## config.mk

```make
export PLATFORM = sky130hd
export DESIGN_NAME = bounded_array_list_engine
export DESIGN_NICKNAME = d
export VERILOG_FILES = /design/src/bale_pkg.sv /design/src/bale_ram.sv /design/src/bounded_array_list_engine.sv
export VERILOG_INCLUDE_DIRS = /design/src /design/src/src
export SDC_FILE = /design/constraint.sdc
export NUM_CORES = 1
export LEC_CHECK = 0
export CAP_MARGIN = 5
export CELL_PAD_IN_SITES_DETAIL_PLACEMENT = 0
export CELL_PAD_IN_SITES_GLOBAL_PLACEMENT = 2
export CORE_ASPECT_RATIO = 1.75
export CORE_MARGIN = 1
export CORE_UTILIZATION = 44
export CTS_BUF_LIST = sky130_fd_sc_hd__clkbuf_16
export DETAILED_ROUTE_END_ITERATION = 6
export DONT_BUFFER_PORTS = 1
export HOLD_SLACK_MARGIN = 0.12
export PLACE_DENSITY_LB_ADDON = 0.1
export SLEW_MARGIN = 20
export SYNTH_ARGS = -nofsm -noshare
export SYNTH_HDL_FRONTEND = slang
export SYNTH_SLANG_ARGS = --single-unit
```

## constraint.sdc

```tcl
create_clock -name clk -period 3.7 [get_ports clk]
set_input_delay 0.74 -clock clk [delete_from_list [all_inputs] [get_ports clk]]
set_output_delay 0.74 -clock clk [all_outputs]
set_load 0.03 [all_outputs]
```

## src/assert_macros.svh

```systemverilog
// Assertion macros used by the list engine RTL.
`ifndef ASSERT_MACROS_SVH
`define ASSERT_MACROS_SVH
`ifndef NO_ASSERTIONS
`define ASSERT_PROP(lbl, clk, rst_n, prop) \
	lbl: assert property (@(posedge clk) disable iff (!rst_n) (prop)) \
		else $error("assertion failed");
`define ASSERT_NEVER(lbl, clk, rst_n, expr) \
	lbl: assert property (@(posedge clk) disable iff (!rst_n) !(expr)) \
		else $error("forbidden condition seen");
`else
`define ASSERT_PROP(lbl, clk, rst_n, prop)
`define ASSERT_NEVER(lbl, clk, rst_n, expr)
`endif
`endif

```

## src/bale_pkg.sv

```systemverilog
// Package for the bounded array list engine: defaults, command and status codes.
`timescale 1ns / 1ps
`default_nettype none
package bale_pkg;
	localparam int DEF_CAPACITY   = 16;
	localparam int DEF_DATA_WIDTH = 32;

	localparam int CMD_W    = 3;
	localparam int VALUE_W  = 32;
	localparam int INDEX_W  = 4;
	localparam int STATUS_W = 2;
	localparam int COUNT_W  = 5;

	typedef enum logic [CMD_W-1:0] {
		CMD_PUSH_FRONT = 3'd0,
		CMD_PUSH_BACK  = 3'd1,
		CMD_POP_FRONT  = 3'd2,
		CMD_POP_BACK   = 3'd3,
		CMD_REMOVE_EQ  = 3'd4,
		CMD_REVERSE    = 3'd5,
		CMD_READ       = 3'd6
	} cmd_t;

	typedef enum logic [STATUS_W-1:0] {
		ST_OK    = 2'd0,
		ST_FULL  = 2'd1,
		ST_EMPTY = 2'd2,
		ST_RANGE = 2'd3
	} status_t;
endpackage
`default_nettype wire

```

## src/bale_ram.sv

```systemverilog
// Generic RAM: one write port, one read port, registered read data.
`timescale 1ns / 1ps
`default_nettype none
module bale_ram #(
	parameter int WIDTH = 32,
	parameter int DEPTH = 16
) (
	input  wire logic                     clk,
	input  wire logic                     we,
	input  wire logic [$clog2(DEPTH)-1:0] waddr,
	input  wire logic [WIDTH-1:0]         wdata,
	input  wire logic [$clog2(DEPTH)-1:0] raddr,
	output logic      [WIDTH-1:0]         rdata
);
	logic [WIDTH-1:0] mem_q [DEPTH];

	always_ff @(posedge clk) begin
		if (we) begin
			mem_q[waddr] <= wdata;
		end
		rdata <= mem_q[raddr];
	end
endmodule
`default_nettype wire

```

## src/bounded_array_list_engine.sv

```systemverilog
// Top level of the bounded array list engine: command sequencer around one RAM.
// Push back, pop back, code 7, an out-of-range read and any command that leaves the list
// as is go straight to FINISH; a read in range passes RD_WAIT; push front shifts entries
// up, then writes the head; pop front and remove compact in CMP; reverse swaps pairs. The
// next transfer is taken the cycle after the result register loads; a stalled result holds
// FINISH. Reset clears count and control; the store is not cleared.
`timescale 1ns / 1ps
`default_nettype none
`include "assert_macros.svh"
module bounded_array_list_engine import bale_pkg::*; #(
	parameter int CAPACITY   = DEF_CAPACITY,
	parameter int DATA_WIDTH = DEF_DATA_WIDTH
) (
	input  wire logic                clk,
	input  wire logic                arst_n,
	input  wire logic                in_valid,
	output logic                     in_stall,
	input  wire logic [CMD_W-1:0]    cmd,
	input  wire logic [VALUE_W-1:0]  value,
	input  wire logic [INDEX_W-1:0]  index,
	output logic                     out_valid,
	input  wire logic                out_stall,
	output logic [STATUS_W-1:0]      status,
	output logic [COUNT_W-1:0]       count,
	output logic [VALUE_W-1:0]       read_data,
	output logic [COUNT_W-1:0]       removed_count
);
	localparam int AW   = $clog2(CAPACITY);
	localparam int CW   = $clog2(CAPACITY + 1);
	localparam int CMPW = (CW > INDEX_W) ? CW : INDEX_W;

	typedef enum logic [3:0] {
		IDLE, RD_WAIT, PF_SHIFT, PF_HEAD, CMP, REV_PRIME, REV_WLO, REV_WHI, FINISH
	} state_t;

	state_t                state_q;
	logic [CW-1:0]         count_q;
	logic [AW-1:0]         ptr_q;
	logic [AW-1:0]         hi_q;
	logic [CW-1:0]         wp_q;
	logic [CW-1:0]         rem_q;
	logic [DATA_WIDTH-1:0] val_q;
	logic [DATA_WIDTH-1:0] tmp_q;
	logic                  drop_first_q;
	status_t               res_status_q;
	logic [DATA_WIDTH-1:0] res_rdata_q;

	logic                  out_valid_q;
	logic [STATUS_W-1:0]   out_status_q;
	logic [COUNT_W-1:0]    out_count_q;
	logic [VALUE_W-1:0]    out_rdata_q;
	logic [COUNT_W-1:0]    out_removed_q;

	logic                  we_c;
	logic [AW-1:0]         waddr_c;
	logic [DATA_WIDTH-1:0] wdata_c;
	logic [AW-1:0]         raddr_c;
	logic [DATA_WIDTH-1:0] rd;

	logic                  accept_c;
	logic                  full_c;
	logic                  empty_c;
	logic                  idx_ok_c;
	logic                  cmp_last_c;
	logic                  cmp_keep_c;
	logic                  rev_more_c;
	logic                  out_free_c;
	state_t                acc_state_c;
	status_t               acc_status_c;

	bale_ram #(
		.WIDTH(DATA_WIDTH),
		.DEPTH(CAPACITY)
	) u_ram (
		.clk  (clk),
		.we   (we_c),
		.waddr(waddr_c),
		.wdata(wdata_c),
		.raddr(raddr_c),
		.rdata(rd)
	);

	assign in_stall   = (state_q != IDLE);
	assign accept_c   = in_valid && (state_q == IDLE);
	assign full_c     = (count_q == CW'(CAPACITY));
	assign empty_c    = (count_q == '0);
	assign idx_ok_c   = (CMPW'(index) < CMPW'(count_q));
	assign cmp_last_c = ((CW'(ptr_q) + CW'(1)) == count_q);
	assign cmp_keep_c = drop_first_q ? (ptr_q != '0) : (rd != val_q);
	// another swap follows when the next pair still has lo < hi
	assign rev_more_c = (({1'b0, ptr_q} + (AW + 1)'(2)) < {1'b0, hi_q});
	assign out_free_c = !out_valid_q || !out_stall;

	// next state and status taken at the accepting edge
	always_comb begin
		acc_state_c  = FINISH;
		acc_status_c = ST_OK;
		case (cmd_t'(cmd))
			CMD_PUSH_FRONT: begin
				if (full_c) begin
					acc_status_c = ST_FULL;
				end else if (empty_c) begin
					acc_state_c = PF_HEAD;
				end else begin
					acc_state_c = PF_SHIFT;
				end
			end
			CMD_PUSH_BACK: begin
				if (full_c) begin
					acc_status_c = ST_FULL;
				end
			end
			CMD_POP_FRONT: begin
				if (empty_c) begin
					acc_status_c = ST_EMPTY;
				end else begin
					acc_state_c = CMP;
				end
			end
			CMD_POP_BACK: begin
				if (empty_c) begin
					acc_status_c = ST_EMPTY;
				end
			end
			CMD_REMOVE_EQ: begin
				if (!empty_c) begin
					acc_state_c = CMP;
				end
			end
			CMD_REVERSE: begin
				if (count_q > CW'(1)) begin
					acc_state_c = REV_PRIME;
				end
			end
			CMD_READ: begin
				if (idx_ok_c) begin
					acc_state_c = RD_WAIT;
				end else begin
					acc_status_c = ST_RANGE;
				end
			end
			default: acc_state_c = FINISH;
		endcase
	end

	// RAM port control
	always_comb begin
		we_c    = 1'b0;
		waddr_c = '0;
		wdata_c = rd;
		raddr_c = '0;
		case (state_q)
			IDLE: begin
				case (cmd_t'(cmd))
					CMD_PUSH_BACK: begin
						we_c    = accept_c && !full_c;
						waddr_c = count_q[AW-1:0];
						wdata_c = DATA_WIDTH'(value);
					end
					CMD_PUSH_FRONT: raddr_c = AW'(count_q - CW'(1));
					CMD_READ:       raddr_c = AW'(index);
					default:        raddr_c = '0;
				endcase
			end
			PF_SHIFT: begin
				we_c    = 1'b1;
				waddr_c = ptr_q + AW'(1);
				raddr_c = ptr_q - AW'(1);
			end
			PF_HEAD: begin
				we_c    = 1'b1;
				waddr_c = '0;
				wdata_c = val_q;
			end
			CMP: begin
				we_c    = cmp_keep_c;
				waddr_c = wp_q[AW-1:0];
				raddr_c = ptr_q + AW'(1);
			end
			REV_PRIME: raddr_c = hi_q;
			REV_WLO: begin
				we_c    = 1'b1;
				waddr_c = ptr_q;
				raddr_c = ptr_q + AW'(1);
			end
			REV_WHI: begin
				we_c    = 1'b1;
				waddr_c = hi_q;
				wdata_c = tmp_q;
				raddr_c = hi_q - AW'(1);
			end
			default: we_c = 1'b0;
		endcase
	end

	always_ff @(posedge clk or negedge arst_n) begin
		if (!arst_n) begin
			state_q      <= IDLE;
			count_q      <= '0;
			out_valid_q  <= 1'b0;
		end else begin
			if (out_valid_q && !out_stall && state_q != FINISH) begin
				out_valid_q <= 1'b0;
			end
			case (state_q)
				IDLE: begin
					if (accept_c) begin
						val_q        <= DATA_WIDTH'(value);
						res_status_q <= acc_status_c;
						res_rdata_q  <= '0;
						rem_q        <= '0;
						wp_q         <= '0;
						ptr_q        <= (cmd_t'(cmd) == CMD_PUSH_FRONT) ?
							AW'(count_q - CW'(1)) : '0;
						hi_q         <= AW'(count_q - CW'(1));
						drop_first_q <= (cmd_t'(cmd) == CMD_POP_FRONT);
						state_q      <= acc_state_c;
						case (cmd_t'(cmd))
							CMD_PUSH_BACK: begin
								if (!full_c) begin
									count_q <= count_q + CW'(1);
								end
							end
							CMD_POP_BACK: begin
								if (!empty_c) begin
									count_q <= count_q - CW'(1);
								end
							end
							default: count_q <= count_q;
						endcase
					end
				end
				RD_WAIT: begin
					res_rdata_q <= rd;
					state_q     <= FINISH;
				end
				PF_SHIFT: begin
					ptr_q <= ptr_q - AW'(1);
					if (ptr_q == '0) begin
						state_q <= PF_HEAD;
					end
				end
				PF_HEAD: begin
					count_q <= count_q + CW'(1);
					state_q <= FINISH;
				end
				CMP: begin
					// rd holds the entry at ptr_q; kept entries slide down to wp_q
					if (cmp_keep_c) begin
						wp_q <= wp_q + CW'(1);
					end else if (!drop_first_q) begin
						rem_q <= rem_q + CW'(1);
					end
					ptr_q <= ptr_q + AW'(1);
					if (cmp_last_c) begin
						count_q <= cmp_keep_c ? (wp_q + CW'(1)) : wp_q;
						state_q <= FINISH;
					end
				end
				REV_PRIME: begin
					tmp_q   <= rd;
					state_q <= REV_WLO;
				end
				REV_WLO: begin
					state_q <= REV_WHI;
				end
				REV_WHI: begin
					tmp_q <= rd;
					if (rev_more_c) begin
						ptr_q   <= ptr_q + AW'(1);
						hi_q    <= hi_q - AW'(1);
						state_q <= REV_WLO;
					end else begin
						state_q <= FINISH;
					end
				end
				FINISH: begin
					if (out_free_c) begin
						out_valid_q   <= 1'b1;
						out_status_q  <= res_status_q;
						out_count_q   <= COUNT_W'(count_q);
						out_rdata_q   <= VALUE_W'(res_rdata_q);
						out_removed_q <= COUNT_W'(rem_q);
						state_q       <= IDLE;
					end
				end
				default: state_q <= IDLE;
			endcase
		end
	end

	assign out_valid     = out_valid_q;
	assign status        = out_status_q;
	assign count         = out_count_q;
	assign read_data     = out_rdata_q;
	assign removed_count = out_removed_q;

	`ASSERT_NEVER(a_count_bound, clk, arst_n, count_q > CW'(CAPACITY))
	`ASSERT_PROP(a_result_from_finish, clk, arst_n, $rose(out_valid_q) |-> $past(state_q == FINISH))
	`ASSERT_PROP(a_cmp_write_behind_read, clk, arst_n, (state_q == CMP) |-> (wp_q <= CW'(ptr_q)))
	`ASSERT_PROP(a_rev_order, clk, arst_n, (state_q == REV_WLO) |-> (ptr_q < hi_q))
endmodule
`default_nettype wire

```

==> impl_metrics.prom <==
# TYPE chip_impl_metric gauge
chip_impl_info{name="status",value="complete, no violations"} 1
chip_impl_metric{name="place_hpwl",unit="um"} 49800
chip_impl_metric{name="htreeDepth",unit=""} 3
chip_impl_metric{name="cp_data_required_time",unit="ns"} 4.25
chip_impl_metric{name="power_density",unit="nW/um2"} 838
chip_impl_metric{name="async_flop_share",unit=""} 0.0140
chip_impl_metric{name="gpl.final_weighted_congestion",unit=""} 0.910
chip_impl_info{name="crit_path_start_kind",value="flop"} 1
chip_impl_metric{name="floorplan.die.width",unit="um"} 194
chip_impl_metric{name="grt_pass1_vias",unit=""} 15500
chip_impl_metric{name="post-cts-setup-buffer-count",unit=""} 0
chip_impl_metric{name="power.ir.vdd_worst",unit="uV"} 582
chip_impl_metric{name="postSynthAreaPerCell",unit="um2"} 18.3
chip_impl_info{name="holdCritPathClass",value="input port to flop"} 1
chip_impl_metric{name="finalCriticalPeriod",unit="ns"} 3.47
chip_impl_info{name="worstReg2RegStart",value="count_q[1]"} 1
chip_impl_metric{name="synth.yosys.seq_area_share",unit=""} 0.746
chip_impl_metric{name="cts.sinks",unit=""} 715
chip_impl_metric{name="synthCells",unit=""} 1546
chip_impl_metric{name="grt_overflow_total",unit=""} 0
chip_impl_metric{name="timing.final.crit_share",unit=""} 0.938
chip_impl_metric{name="groute.usage.overall",unit=""} 0.242
chip_impl_metric{name="route.vias.total",unit=""} 14800
chip_impl_metric{name="synth-seq-cells",unit=""} 715
chip_impl_metric{name="std_cell_rows",unit=""} 122
chip_impl_metric{name="antenna_left",unit=""} 0
chip_impl_metric{name="routed_wl",unit="um"} 76700
chip_impl_info{name="critPathSlowestCell",value="sky130_fd_sc_hd__dfrtp_1"} 1
chip_impl_metric{name="maxCapViolCount",unit=""} 0
chip_impl_metric{name="finClkSkew",unit="ns"} 0.0274
chip_impl_metric{name="critPathBufInv",unit=""} 2
chip_impl_info{name="hold-path-endpoint",value="val_q[9]"} 1
chip_impl_metric{name="per_cell_via_count_in_the_routed_design",unit=""} 5.93
chip_impl_metric{name="leakage_power",unit="nW"} 11.1
chip_impl_metric{name="slew_headroom",unit=""} 0.476
chip_impl_metric{name="post_route_cells_drive_above_1_share",unit=""} 0.222
chip_impl_metric{name="final_cell_count_no_fill",unit=""} 2501
chip_impl_info{name="rsz_0062_raised_after_global_routing",value="false"} 1
chip_impl_info{name="worst_path_most_repeated_cell",value="sky130_fd_sc_hd__nand2_1"} 1
chip_impl_metric{name="clock.fmax",unit="MHz"} 288
chip_impl_metric{name="port_buffers",unit=""} 0
chip_impl_metric{name="io-pin-count",unit=""} 89
chip_impl_info{name="cts_tree",value="done"} 1
chip_impl_metric{name="layout.cell_area.non_filler",unit="um2"} 32700
chip_impl_metric{name="total_design_power",unit="mW"} 27.4
chip_impl_metric{name="synth.yosys.warnings",unit=""} 0
chip_impl_metric{name="timing.critical_path.arrival",unit="ns"} 4.02
chip_impl_metric{name="grt_max_degree",unit=""} 51
chip_impl_metric{name="wl_per_cell",unit="um"} 30.7
chip_impl_metric{name="worst-slew-pin-transition",unit="ns"} 0.783
chip_impl_metric{name="r2r_setup_slack",unit="ns"} 0.23
chip_impl_metric{name="floorplan.die.height",unit="um"} 337
chip_impl_metric{name="maxSlewViolCount",unit=""} 0
chip_impl_metric{name="finalHoldViolations",unit=""} 0
chip_impl_metric{name="report.final.setup_viol",unit=""} 0
chip_impl_metric{name="max-clock-path-buffers",unit=""} 3
chip_impl_metric{name="floorplan.initialDensity",unit=""} 0.447
chip_impl_metric{name="synth_area",unit="um2"} 28300
chip_impl_metric{name="synth_nets",unit=""} 1607
chip_impl_metric{name="worst_hold_slack",unit="ns"} 0.212
chip_impl_info{name="hp-start",value="value[9]"} 1
chip_impl_info{name="regToRegEndpoint",value="u_ram.rdata[12]"} 1
chip_impl_info{name="end_kind",value="flop"} 1
chip_impl_metric{name="floorplan.die_area",unit="um2"} 65400
chip_impl_metric{name="nets",unit=""} 1701
chip_impl_metric{name="drt_iter0_drc",unit=""} 1256
chip_impl_info{name="critPathTopFamily",value="simple AND/OR/NAND/NOR gates"} 1
chip_impl_info{name="crit_path_cell_trace",value="inv_1 > ha_1 > xor2_1 > nand2_1 > a211o_1 > nand3_1 > and2_2 > buf_12 > a22oi_1 > nand2_1"} 1
chip_impl_metric{name="clk_lat_worst_skew",unit="ns"} 0.62
chip_impl_metric{name="cts.reportedPaths.clkPinSlew",unit="ns"} 0.07
chip_impl_info{name="ctsRootBufferMaster",value="sky130_fd_sc_hd__clkbuf_16"} 1
chip_impl_metric{name="antenna_violations_before_repair",unit=""} 3
chip_impl_metric{name="holdPathStages",unit=""} 0
chip_impl_info{name="crit_type",value="flop to flop"} 1
chip_impl_metric{name="grt_first_pass_wirelength",unit="um"} 111000
chip_impl_info{name="main_flop_type_after_synthesis",value="sky130_fd_sc_hd__edfxtp_1"} 1
chip_impl_metric{name="number_of_flops_mapped_to_enable_cells_by_yosys",unit=""} 673
chip_impl_metric{name="placed_cells_incl_taps",unit=""} 2377
chip_impl_metric{name="placeableCoreArea",unit="um2"} 63300
chip_impl_metric{name="detailedRoute.firstPassIterationCount",unit=""} 7
chip_impl_metric{name="layout-area-overhead-vs-synth",unit="%"} 15.7
chip_impl_metric{name="worst_r2r_path_depth",unit=""} 10
chip_impl_metric{name="postPlaceCellArea",unit="um2"} 30600
chip_impl_metric{name="critical_path_peak_fanout",unit=""} 32
chip_impl_metric{name="cts_buffers",unit=""} 66
chip_impl_metric{name="synth.lib_cells_used.distinct",unit=""} 72
chip_impl_metric{name="cpPeakStageDelay",unit="ns"} 0.67
chip_impl_metric{name="drcViolationCount",unit=""} 0
[report_power, final]
part / leakage, nW / switching, mW / internal (mW) / total, mW
sequential: 6.53 / 0.910 / 10.9 / 11.8
clock: 1.11 / 3.00 / 3.85 / 6.85
combinational: 3.44 / 5.32 / 3.45 / 8.77
[placed cells by master (no fill, tap or decap), types with 5 or more instances in the layout]
master	count
sky130_fd_sc_hd__xor2_1	34
sky130_fd_sc_hd__nand2b_1	13
sky130_fd_sc_hd__nor2_1	39
sky130_fd_sc_hd__buf_4	65
sky130_fd_sc_hd__clkbuf_16	68
sky130_fd_sc_hd__o21ai_0	16
sky130_fd_sc_hd__a221oi_1	5
sky130_fd_sc_hd__nor2_4	17
sky130_fd_sc_hd__nor4_1	9
sky130_fd_sc_hd__dfxtp_1	32
sky130_fd_sc_hd__ha_1	18
sky130_fd_sc_hd__a211oi_1	5
sky130_fd_sc_hd__a31oi_1	7
sky130_fd_sc_hd__mux2i_1	7
sky130_fd_sc_hd__nand3_1	20
sky130_fd_sc_hd__bufinv_16	7
sky130_fd_sc_hd__a22oi_1	67
sky130_fd_sc_hd__clkinv_2	8
sky130_fd_sc_hd__dfrtp_1	10
sky130_fd_sc_hd__a221o_1	5
sky130_fd_sc_hd__nand2_1	130
sky130_fd_sc_hd__nor2b_1	9
sky130_fd_sc_hd__buf_12	50
sky130_fd_sc_hd__edfxtp_1	673
sky130_fd_sc_hd__a222oi_1	32
sky130_fd_sc_hd__nor3_1	13
sky130_fd_sc_hd__and3_1	34
sky130_fd_sc_hd__clkinv_1	15
sky130_fd_sc_hd__xnor2_1	15
sky130_fd_sc_hd__a21oi_1	14
sky130_fd_sc_hd__inv_1	35
sky130_fd_sc_hd__mux4_2	129
[worst register-to-register path, delay by kind of cell (launching register included)]
family	cells	cell delay [ns]
simple gates	4	0.75
flops	1	0.67
xor+xnor	1	0.63
buf+inv	2	0.54
compound gates	2	0.54
fa+ha+maj	1	0.28
[state kept, by name (all words and copies together), names as in the netlist, 2 cells and up]
signal,cells
count_q,5
status,2
rem_q,5
u_ram.rdata,32
wp_q,5
tmp_q,32
read_data,32
u_ram.mem_q,512
res_status_q,2
count,5
ptr_q,4
hi_q,4
removed_count,5
val_q,32
res_rdata_q,32
state_q,4
[routing by layer]
metal / global-route usage / part of all wire / wire (um) / vias to the layer above
li1: - / - / - / 6453
met1: 0.277 / 0.37 / 28100 / 7803
met2: 0.454 / 0.55 / 42500 / 466
met3: 0.0381 / 0.049 / 3750 / 111
met4: 0.0856 / 0.031 / 2390 / 0
met5: 0 / 0 / 0 / -
[cell families (layout without fill, tap and decap cells)]
group                      after synthesis  count (layout)  share of synthesized area
AOI/OAI and AO/OA                      190             190                     0.0517
xor gates and xnor gates                50              50                     0.0160
adders and majority gates               18              18                    0.00796
buffers and inverters                  111             258                     0.0177
DFF                                    715             715                      0.746
muxes                                  137             137                      0.106
other                                    0               2                          0
and+or+nand+nor                        325             325                     0.0553
[how the worst max path moves through the flow]
stage                from                 end  slack (ns)  depth (start not counted)
2_1_floorplan      cmd[2]  u_ram.mem_q[10][0]       -0.19                          6
3_3_place_gp   count_q[1]     u_ram.rdata[12]        0.24                         10
3_5_place_dp   count_q[1]     u_ram.rdata[12]        0.22                         10
4_1_cts        count_q[1]     u_ram.rdata[12]        0.20                         10
5_1_grt        count_q[1]     u_ram.rdata[25]        0.06                         10
6_report       count_q[1]     u_ram.rdata[12]        0.23                         10
[cell usage after synthesis, types with 3 or more instances]
cell                         n  share of area
sky130_fd_sc_hd__nor4_1      9         0.0020
sky130_fd_sc_hd__nand3_1    20         0.0035
sky130_fd_sc_hd__ha_1       18         0.0080
sky130_fd_sc_hd__o221ai_1    3        0.00093
sky130_fd_sc_hd__nor2b_1    12         0.0027
sky130_fd_sc_hd__a22oi_1    67          0.018
sky130_fd_sc_hd__mux2i_1     7         0.0025
sky130_fd_sc_hd__mux4_2    129           0.10
sky130_fd_sc_hd__a211oi_1    6         0.0016
sky130_fd_sc_hd__nand4_1     4        0.00088
sky130_fd_sc_hd__xnor2_1    15         0.0046
sky130_fd_sc_hd__and3_1     37         0.0082
sky130_fd_sc_hd__o31ai_1     3        0.00080
sky130_fd_sc_hd__inv_1      20         0.0027
sky130_fd_sc_hd__a21o_1      3        0.00080
sky130_fd_sc_hd__xor2_1     34          0.011
sky130_fd_sc_hd__and2_1      5         0.0011
sky130_fd_sc_hd__nor2_1     57         0.0076
sky130_fd_sc_hd__buf_2      37         0.0065
sky130_fd_sc_hd__a21oi_1    14         0.0025
sky130_fd_sc_hd__buf_4       8         0.0021
sky130_fd_sc_hd__clkbuf_1   39         0.0052
sky130_fd_sc_hd__dfxtp_1    32          0.023
sky130_fd_sc_hd__o21ai_1     3        0.00053
sky130_fd_sc_hd__buf_1       4        0.00053
sky130_fd_sc_hd__edfxtp_1  673           0.71
sky130_fd_sc_hd__o21ai_0    16         0.0028
sky130_fd_sc_hd__o22ai_1     4        0.00088
sky130_fd_sc_hd__nand2_1   130          0.017
sky130_fd_sc_hd__a221oi_1    5         0.0015
sky130_fd_sc_hd__a221o_1     5         0.0018
sky130_fd_sc_hd__dfrtp_1    10         0.0088
sky130_fd_sc_hd__a222oi_1   32          0.011
sky130_fd_sc_hd__or3_1       4        0.00088
sky130_fd_sc_hd__a31oi_1     7         0.0015
sky130_fd_sc_hd__nand2b_1   13         0.0029
sky130_fd_sc_hd__nor3_1     15         0.0027
[stage by stage]
| stage | setup TNS (ns) | util | setup WS [ns] |
|---|---|---|---|
| 2_1_floorplan | -60.90 | - | -0.189 |
| 3_3_place_gp | 0 | 0.483 | 0.236 |
| 3_5_place_dp | 0 | 0.483 | 0.219 |
| 4_1_cts | 0 | 0.517 | 0.199 |
| 5_1_grt | 0 | 0.517 | 0.0580 |
| 6_report | 0 | 0.517 | 0.231 |
[repair_timing]
item	4_1_cts	5_1_grt
hold buffers	1	0
resized for setup	0	0
hold endpoints to repair	10	0
[area by class of cell]
type | instances | area (um2)
repair buffers | 116 | 1500
well taps | 806 | 1010
diodes | 2 | 5.00
flip-flops and latches | 715 | 21100
inverters | 21 | 78.8
multi-input cells | 720 | 6890
fillers | 5047 | 30600
clock buffers | 68 | 1700
clock inverters | 53 | 449
Note: power is estimated with default switching activity, not from simulation.
